`src/rtl/core/n2e_pkg.sv`:
```
`timescale 1ns / 1ps
// ----------------------------------------------------------------------------
// n2e_pkg
// Shared types, token codes and helper functions of the number-to-words block.
// ----------------------------------------------------------------------------
package n2e_pkg;

	localparam int BinW     = 31;
	localparam int NumDig   = 10;
	localparam int BcdW     = 4 * NumDig;
	localparam int TokW     = 5;
	localparam int NumSlots = 16;
	localparam int GrpSlots = 5;

	localparam logic [TokW-1:0] TOK_ZERO      = 5'd0;
	localparam logic [TokW-1:0] TOK_TEN       = 5'd10;
	localparam logic [TokW-1:0] TOK_TENS_BASE = 5'd18;
	localparam logic [TokW-1:0] TOK_HUNDRED   = 5'd28;
	localparam logic [TokW-1:0] TOK_THOUSAND  = 5'd29;
	localparam logic [TokW-1:0] TOK_MILLION   = 5'd30;
	localparam logic [TokW-1:0] TOK_BILLION   = 5'd31;

	typedef logic [TokW-1:0] tok_t;

	typedef struct packed {
		logic [BcdW-1:0] bcd;
		logic [BinW-1:0] bin;
	} dab_t;

	typedef struct packed {
		tok_t [NumSlots-1:0] tok;
		logic [NumSlots-1:0] present;
	} tokset_t;

	typedef struct packed {
		tok_t [GrpSlots-1:0] tok;
		logic [GrpSlots-1:0] present;
	} grp_t;

	function automatic dab_t dabble_step(dab_t s);
		logic [BcdW-1:0] b;
		b = s.bcd;
		for (int k = 0; k < NumDig; k++) begin
			if (b[4*k +: 4] >= 4'd5) begin
				b[4*k +: 4] = b[4*k +: 4] + 4'd3;
			end
		end
		return dab_t'({b, s.bin} << 1);
	endfunction

	function automatic grp_t group_tokens(logic [3:0] h, logic [3:0] t, logic [3:0] u,
		tok_t scale);
		grp_t g;
		g.tok[0]     = {1'b0, h};
		g.present[0] = (h != 4'd0);
		g.tok[1]     = TOK_HUNDRED;
		g.present[1] = (h != 4'd0);
		if (t >= 4'd2) begin
			g.tok[2]     = TOK_TENS_BASE + {1'b0, t};
			g.present[2] = 1'b1;
		end else begin
			g.tok[2]     = (t != 4'd0) ? (TOK_TEN + {1'b0, u}) : {1'b0, u};
			g.present[2] = (t != 4'd0) || (u != 4'd0);
		end
		g.tok[3]     = {1'b0, u};
		g.present[3] = (t >= 4'd2) && (u != 4'd0);
		g.tok[4]     = scale;
		g.present[4] = (h != 4'd0) || (t != 4'd0) || (u != 4'd0);
		return g;
	endfunction

endpackage

```
`src/rtl/core/number_to_english_word_tokens.sv`:
```
`timescale 1ns / 1ps
// ----------------------------------------------------------------------------
// number_to_english_word_tokens
// Reads a 31-bit unsigned number out as a run of English word tokens.
//
//   Channel   Direction  Payload                          Per item
//   s_axis    in         tdata[30:0] value                1 transfer
//   m_axis    out        tdata[4:0] word, tlast = last    1 to 16 transfers
//
// A number passes four conversion stages, one token stage and the serializer
// register before its first token can leave. The serializer then sends one
// token per cycle while the output is ready, so a number occupies the output
// for 1 to 16 transfers and the output port sets the sustained rate. The
// stages before it keep taking numbers while it works, until each holds one.
// Reset clears the valid bits only. Output stalls back up stage by stage
// through the ready chain and hold every item in place.
// ----------------------------------------------------------------------------
module number_to_english_word_tokens (
	input  logic        clk,
	input  logic        arst_n,
	input  logic        s_axis_tvalid,
	output logic        s_axis_tready,
	input  logic [31:0] s_axis_tdata,  // [30:0] value, [31] zero
	output logic        m_axis_tvalid,
	input  logic        m_axis_tready,
	output logic [7:0]  m_axis_tdata,  // [4:0] word, [7:5] zero
	output logic        m_axis_tlast
);
	import n2e_pkg::*;

	dab_t    st_in;
	dab_t    st_s1;
	dab_t    st_s2;
	dab_t    st_s3;
	dab_t    st_s4;
	tokset_t set_s5;
	logic    vld_s1, vld_s2, vld_s3, vld_s4, vld_s5;
	logic    rdy_s1, rdy_s2, rdy_s3, rdy_s4, rdy_s5, rdy_ser;
	tok_t    word;

	assign st_in.bcd     = '0;
	assign st_in.bin     = s_axis_tdata[BinW-1:0];
	assign s_axis_tready = rdy_s1;

	n2e_bcd_stage #(.STEPS(8)) u_bcd1 (
		.clk(clk), .arst_n(arst_n),
		.in_valid(s_axis_tvalid), .in_ready(rdy_s1), .in_st(st_in),
		.out_valid(vld_s1), .out_ready(rdy_s2), .out_st(st_s1)
	);

	n2e_bcd_stage #(.STEPS(8)) u_bcd2 (
		.clk(clk), .arst_n(arst_n),
		.in_valid(vld_s1), .in_ready(rdy_s2), .in_st(st_s1),
		.out_valid(vld_s2), .out_ready(rdy_s3), .out_st(st_s2)
	);

	n2e_bcd_stage #(.STEPS(8)) u_bcd3 (
		.clk(clk), .arst_n(arst_n),
		.in_valid(vld_s2), .in_ready(rdy_s3), .in_st(st_s2),
		.out_valid(vld_s3), .out_ready(rdy_s4), .out_st(st_s3)
	);

	n2e_bcd_stage #(.STEPS(BinW - 24)) u_bcd4 (
		.clk(clk), .arst_n(arst_n),
		.in_valid(vld_s3), .in_ready(rdy_s4), .in_st(st_s3),
		.out_valid(vld_s4), .out_ready(rdy_s5), .out_st(st_s4)
	);

	n2e_token_map u_map (
		.clk(clk), .arst_n(arst_n),
		.in_valid(vld_s4), .in_ready(rdy_s5), .in_st(st_s4),
		.out_valid(vld_s5), .out_ready(rdy_ser), .out_set(set_s5)
	);

	n2e_serializer u_ser (
		.clk(clk), .arst_n(arst_n),
		.in_valid(vld_s5), .in_ready(rdy_ser), .in_set(set_s5),
		.out_valid(m_axis_tvalid), .out_ready(m_axis_tready),
		.word(word), .last(m_axis_tlast)
	);

	assign m_axis_tdata = {3'b000, word};

endmodule

```
`src/rtl/core/n2e_bcd_stage.sv`:
```
`timescale 1ns / 1ps
// ----------------------------------------------------------------------------
// n2e_bcd_stage
// One registered pipeline stage of the binary-to-decimal shift-and-add-three
// conversion, running a fixed number of steps.
// ----------------------------------------------------------------------------
module n2e_bcd_stage #(
	parameter int STEPS = 8
) (
	input  logic          clk,
	input  logic          arst_n,
	input  logic          in_valid,
	output logic          in_ready,
	input  n2e_pkg::dab_t in_st,
	output logic          out_valid,
	input  logic          out_ready,
	output n2e_pkg::dab_t out_st
);
	import n2e_pkg::*;

	logic vld_q;
	dab_t st_q;
	dab_t nxt;

	always_comb begin
		nxt = in_st;
		for (int i = 0; i < STEPS; i++) begin
			nxt = dabble_step(nxt);
		end
	end

	assign in_ready  = !vld_q || out_ready;
	assign out_valid = vld_q;
	assign out_st    = st_q;

	always_ff @(posedge clk or negedge arst_n) begin
		if (!arst_n) begin
			vld_q <= 1'b0;
		end else if (in_ready) begin
			vld_q <= in_valid;
		end
	end

	always_ff @(posedge clk) begin
		if (in_valid && in_ready) begin
			st_q <= nxt;
		end
	end

endmodule

```
`src/rtl/core/n2e_token_map.sv`:
```
`timescale 1ns / 1ps
// ----------------------------------------------------------------------------
// n2e_token_map
// Registered stage that turns ten decimal digits into sixteen fixed token
// slots, each with a present bit, in reading order.
// ----------------------------------------------------------------------------
module n2e_token_map (
	input  logic             clk,
	input  logic             arst_n,
	input  logic             in_valid,
	output logic             in_ready,
	input  n2e_pkg::dab_t    in_st,
	output logic             out_valid,
	input  logic             out_ready,
	output n2e_pkg::tokset_t out_set
);
	import n2e_pkg::*;

	logic            vld_q;
	tokset_t         set_q;
	tokset_t         nxt;
	logic [BcdW-1:0] d;
	grp_t            g_mil;
	grp_t            g_tho;
	grp_t            g_uni;

	always_comb begin
		d     = in_st.bcd;
		g_mil = group_tokens(d[35:32], d[31:28], d[27:24], TOK_MILLION);
		g_tho = group_tokens(d[23:20], d[19:16], d[15:12], TOK_THOUSAND);
		g_uni = group_tokens(d[11:8], d[7:4], d[3:0], TOK_ZERO);

		nxt.tok[0]     = {1'b0, d[39:36]};
		nxt.present[0] = (d[39:36] != 4'd0) || (d == '0);
		nxt.tok[1]     = TOK_BILLION;
		nxt.present[1] = (d[39:36] != 4'd0);
		for (int k = 0; k < GrpSlots; k++) begin
			nxt.tok[2 + k]     = g_mil.tok[k];
			nxt.present[2 + k] = g_mil.present[k];
			nxt.tok[7 + k]     = g_tho.tok[k];
			nxt.present[7 + k] = g_tho.present[k];
		end
		for (int k = 0; k < GrpSlots - 1; k++) begin
			nxt.tok[12 + k]     = g_uni.tok[k];
			nxt.present[12 + k] = g_uni.present[k];
		end
	end

	assign in_ready  = !vld_q || out_ready;
	assign out_valid = vld_q;
	assign out_set   = set_q;

	always_ff @(posedge clk or negedge arst_n) begin
		if (!arst_n) begin
			vld_q <= 1'b0;
		end else if (in_ready) begin
			vld_q <= in_valid;
		end
	end

	always_ff @(posedge clk) begin
		if (in_valid && in_ready) begin
			set_q <= nxt;
		end
	end

endmodule

```
`src/rtl/core/n2e_serializer.sv`:
```
`timescale 1ns / 1ps
// ----------------------------------------------------------------------------
// n2e_serializer
// Holds one number's token slots and sends the present ones out, one per
// transfer, lowest slot first, marking the final one.
// ----------------------------------------------------------------------------
module n2e_serializer (
	input  logic             clk,
	input  logic             arst_n,
	input  logic             in_valid,
	output logic             in_ready,
	input  n2e_pkg::tokset_t in_set,
	output logic             out_valid,
	input  logic             out_ready,
	output n2e_pkg::tok_t    word,
	output logic             last
);
	import n2e_pkg::*;

	logic [NumSlots-1:0]         mask_q;
	tok_t [NumSlots-1:0]         tok_q;
	logic [$clog2(NumSlots)-1:0] idx;
	logic                        single;

	always_comb begin
		idx = '0;
		for (int i = NumSlots - 1; i >= 0; i--) begin
			if (mask_q[i]) begin
				idx = i[$clog2(NumSlots)-1:0];
			end
		end
	end

	assign single    = ((mask_q & (mask_q - 1'b1)) == '0);
	assign out_valid = (mask_q != '0);
	assign word      = tok_q[idx];
	assign last      = single;
	assign in_ready  = (mask_q == '0) || (out_ready && single);

	always_ff @(posedge clk or negedge arst_n) begin
		if (!arst_n) begin
			mask_q <= '0;
		end else if (in_valid && in_ready) begin
			mask_q <= in_set.present;
		end else if (out_valid && out_ready) begin
			mask_q <= mask_q & (mask_q - 1'b1);
		end
	end

	always_ff @(posedge clk) begin
		if (in_valid && in_ready) begin
			tok_q <= in_set.tok;
		end
	end

endmodule
```
`config.mk`:
```
export PLATFORM = sky130hd
export DESIGN_NAME = number_to_english_word_tokens
export DESIGN_NICKNAME = d
export VERILOG_FILES = /design/src/rtl/core/n2e_pkg.sv /design/src/rtl/core/number_to_english_word_tokens.sv /design/src/rtl/core/n2e_bcd_stage.sv /design/src/rtl/core/n2e_token_map.sv /design/src/rtl/core/n2e_serializer.sv
export SDC_FILE = /design/constraint.sdc
export NUM_CORES = 1
export LEC_CHECK = 0
export BUFFER_PORTS_ARGS = -buffer_cell sky130_fd_sc_hd__buf_2
export CAP_MARGIN = 5
export CORE_MARGIN = 2
export CORE_UTILIZATION = 65
export DETAILED_ROUTE_END_ITERATION = 8
export PLACE_DENSITY_LB_ADDON = 0.3
export SLEW_MARGIN = 40
export SYNTH_ARGS = -nofsm -noshare
export SYNTH_HDL_FRONTEND = slang
export SYNTH_SLANG_ARGS = --single-unit
```
`constraint.sdc`:
```
create_clock -name clk -period 9.75 [get_ports clk]
set_clock_uncertainty 0.15 [all_clocks]
set_input_delay 2.4375 -clock clk [delete_from_list [all_inputs] [get_ports clk]]
set_output_delay 2.4375 -clock clk [all_outputs]
set_load 0.005 [all_outputs]
```
After elaboration in Yosys (flattened, before gate mapping)
Cells that the tools add are included.
Word-level totals
  register bits: 316
  latch bits: 0
  memory bits (writable): 0
  bits in read-only memories: 0
  input bits: 36
  output and inout port bits: 11
  memories: 0
Cells by class
  $add $sub $neg: 262
  $mul: 0
  div/mod/pow operators: 0
  order comparisons: 259
  equality and inequality tests: 0
  shift operators: 0
  mux-type cells: 281
  bitwise logic cells: 1
  reductions and logical operators: 45
Operators by type and width (number)
  2-to-1 mux 4 bit: 249
  >= comparator 4 x 3 -> 1 bit (second input constant): 245
  adder 4 x 2 -> 4 bit (second input constant): 225
  2-to-1 mux 3 bit: 21
  adder 3 x 2 -> 3 bit (second input constant): 20
  zero test 40 bit: 1
  nonzero test 4 bit: 10
  2-to-1 mux 5 bit: 7
  zero test 16 bit: 2
  2-to-1 mux 16 bit: 2
  adder 1 x 2 -> 3 bit (second input constant): 9
  >= comparator 1 x 3 -> 1 bit (second input constant): 9
  binary-select mux 5 bit (select 4 bit): 1
  bitwise AND 16 bit: 1
  nonzero test 16 bit: 1
  subtractor 16 x 1 -> 16 bit (second input constant): 1
  adder 4 x 4 -> 5 bit (first input constant): 3
  adder 5 x 4 -> 5 bit (first input constant): 3
  logical OR 1 bit: 14
  >= comparator 4 x 2 -> 1 bit (second input constant): 3
  logical AND 1 bit: 11
  zero test 1 bit: 5
  less-than comparator 4 x 5 -> 1 bit (second input constant): 1
  adder 1 x 2 -> 3 bit (both inputs constant): 1
  other kinds (3): 3

Longest topological paths before layout
  depth in word-level cells: 18
  depth in mapped cells: 39
  gate-level depth less buffers: 39

Cells and area by module
Synthesis repeated with hierarchy kept, for this count alone.
Second synthesis, totals
  cells, all modules: 7111
  area total of the unflattened synthesis: 57099.8 um2
By module, submodules not included
  n2e_bcd_stage at u_bcd1 ...: instances 3, cells each 1691, area each 12929.9 um2, sequential area each 1916.8 um2
  n2e_bcd_stage at u_bcd4: instances 1, cells each 1534, area each 11453.5 um2, sequential area each 1946.9 um2
  n2e_serializer: instances 1, cells each 326, area each 4231.6 um2, sequential area each 2802.7 um2
  n2e_token_map: instances 1, cells each 174, area each 2598.7 um2, sequential area each 1706.6 um2
  number_to_english_word_tokens: instances 1, cells each 4, area each 26.3 um2, sequential area each 0.0 um2

Least setup slack after synthesis
No wires, ideal clock.
  kind: flip-flop to flip-flop
  start point: register u_bcd2.st_q, in the netlist u_bcd2.out_st[43]
  end point: register u_bcd3.st_q, in the netlist u_bcd3.out_st[58] (data pin)
  setup time: 260 ps
  data arrival time: 6482 ps
  required time: 9340 ps
  path slack: 2858 ps
  stages on the path, launching flop included: 32
  buffers on the path: 0
  clock period less this slack: 6892 ps
  cells stage by stage: edfxtp_1 inv_1 ha_1 and2b_1 or3_1 o211ai_2 nand2_1 xnor2_1 nand2b_1 ha_1 a21oi_1 xnor2_1 inv_1 ha_1 inv_1 and3_2 o211a_1 nor3_1 nor3_1 mux2i_1 nand2_1 ha_1 inv_1 a311o_1 nand3_1 a21boi_2 xnor2_2 inv_1 ha_1 o31ai_1 and2b_2 mux2_4
RTL lines
  from (decl): RTL line n2e_bcd_stage.sv:22  | dab_t st_q;
  from (signal assigned): RTL line n2e_bcd_stage.sv:46  | st_q <= nxt;
  to (signal assigned): RTL line n2e_bcd_stage.sv:46
  to (decl): RTL line n2e_bcd_stage.sv:22

==> flow_summary.ini <==
[drt]
num_vias = 22207
antenna_left = 0
drc = 0
wire_per_inst_um = 15.3
wirelength_mm = 54.6
dr.pass1.iters = 8
first_iter_violations = 1717
viasPerCell = 6.24

[clock_tree]
clk_pin_slew_ns = 0.06
tritoncts = yes
htreeDepth = 1
cts_buffer_depth = 3
holdBufCountCts = 0
clock_latency_ns = 0.59
cts_resized = 0
post_cts_buffers = 0
cts-root-buf = clkbuf_16
cts.sink_count = 267
numCtsBuffers = 30

[synthesis]
yosys.area.top_type = edfxtp_1
synthDistinctLibCells = 139
netlist_area_um2 = 26400
synth_common_cells = 248 x nor2_1, 247 x nand2_1, 246 x edfxtp_1
yosys-top-cells-area = edfxtp_1 28%, ha_1 9.8%, mux2i_1 5.8%
synth_flop_cell = edfxtp_1
post-synth-top-count-cell = nor2_1
synth_edf_count = 246
yosysWarnings = 0
netlist_instances = 2988
synth-async-reset-ratio_pct = 7.87
ys_seq_area_share_pct = 30.0
syn_avg_cell_area_um2 = 8.83
ys_ff_latch = 267
synth_top_area_share_pct = 28.0

[hold_path]
hold_end = u_bcd2.out_st[22]
min_path_type = reg2reg
hp-start = u_bcd1.out_st[14]
hold_depth = 0

[sta]
holdWs_ns = 0.263
worst_pin_slew_ns = 0.853
min_period_over_period_pct = 81.1
finalHoldViolCount = 0
timing.fmax_mhz = 126
relSlewSlack_pct = 42.8
setup_viol = 0
finalCriticalPeriod_ns = 7.91
rsz0062_at_grt = false
tns_ns = 0
fin_ws_ns = 1.84
drv_slew = 0

[setup_path]
crit_path_start_kind = register
rr_worst_depth = 33
crit_fanout = 9
cpMostUsedCell = inv_1
worstReg2RegStart = u_bcd2.out_st[47]
r2r-end = u_bcd3.out_st[58]
critPathCaptureType = register
required_ns = 9.94
crit_type = reg2reg
crit_slowest_cell = a21oi_1
arrival_ns = 8.10
cpPeakStageDelay_ns = 0.52
r2r_slack_ns = 1.84

[job]
maxCapViolations = 0

[global_routing]
grt_pass1_vias = 21251
antenna_found_initial = 0
track_usage_pct = 25.4
grt_max_degree = 66
grt_overflow_total = 0
grt_pass1_wl_mm = 92.9

[die]
fp.dieH_um = 206
pin_count = 47
die_w_um = 206
placementRows = 73
core_um2 = 39900
start_util_pct = 66.1
dieArea_um2 = 42200

[placed_design]
dp_hpwl_mm = 40.6
io_buffer_count = 42
routabilityCongestion = 0.900
dp_worst_setup_slack_ns = 1.96

[layout]
fin_nets = 3254
area_growth_pct = 6.86
final_util_pct = 70.7
final_layout_size_suffix_gt1_share_pct = 10.4
diodes = 0

[run_status]
outcome = finished, final reports clean
[cells in the final DEF (no fill, tap or decap), types with 40 or more instances in the layout]
cell type and count:
o211ai_1 40, mux2_2 60, nand3_1 50, inv_1 241, buf_2 42, xnor2_1 100
a21oi_1 214, mux2i_1 152, nor2_1 247, o21ai_0 197, ha_1 207, nand2b_1 82
nor3_1 64, edfxtp_1 246, nand2_1 247, nor2b_1 50
[worst max-delay path by stage]
stage,start,endpoint,slack (ns)
after global placement,u_bcd2.out_st[43],u_bcd3.out_st[58],2.30
after detailed placement,u_bcd2.out_st[47],u_bcd3.out_st[58],1.96
after floorplan,u_bcd2.out_st[43],u_bcd3.out_st[58],2.86
after CTS,u_bcd2.out_st[47],u_bcd3.out_st[58],1.91
final,u_bcd2.out_st[47],u_bcd3.out_st[58],1.84
after global routing,u_bcd2.out_st[47],u_bcd3.out_st[58],1.15
[worst max-delay path, delay by kind of cell, from the launching register on]
kind            cells  cell delay (ns)
compound gates      7             2.20
simple gates       10             1.76
fa+ha+maj           5             1.42
buf+inv             6             0.63
xor+xnor            3             0.56
flops               1             0.47
mux                 2             0.47
[cell families after synthesis]
logic type	share of synthesized area (%)
AO/OA/AOI/OAI	24.0
XOR/XNOR	5.04
adder cells (fa/ha/maj)	9.96
buffers and inverters	4.73
flip-flops	30.0
multiplexers	8.88
other	0.0142
AND/OR/NAND/NOR	17.4
[sequential cells by signal (all words and copies together), names as in the netlist, 16 cells and up]
register and flops:
u_bcd1.out_st 33, u_map.out_set 56, u_ser.mask_q 16, u_bcd4.out_st 40, u_bcd3.out_st 38, u_bcd2.out_st 36
u_ser.tok_q 43
[metal layers]
layer	wire (um)	track usage, %
met3	1840	2.58
met5	0	0
met1	22700	29.0
met4	1190	7.19
met2	28900	49.6
[stage by stage]
stage	instance area [um2]	cells
after floorplan	26400	2990
after global placement	27100	3503
after detailed placement	27100	3504
after CTS	28200	3560
after global routing	28200	3560
final	28200	3560
[layout make-up]
type	instances	area (um2)
multi-input cells	2410	17300
fillers	2904	11700
flip-flops and latches	267	7910
inverters	250	951
clock buffers	34	766
well taps	525	657
clock inverters	22	309
repair buffers	52	293
Power is left out: the tool's default activity adds up to more than one toggle a clock period on the data nets, which glitch-free logic cannot reach.
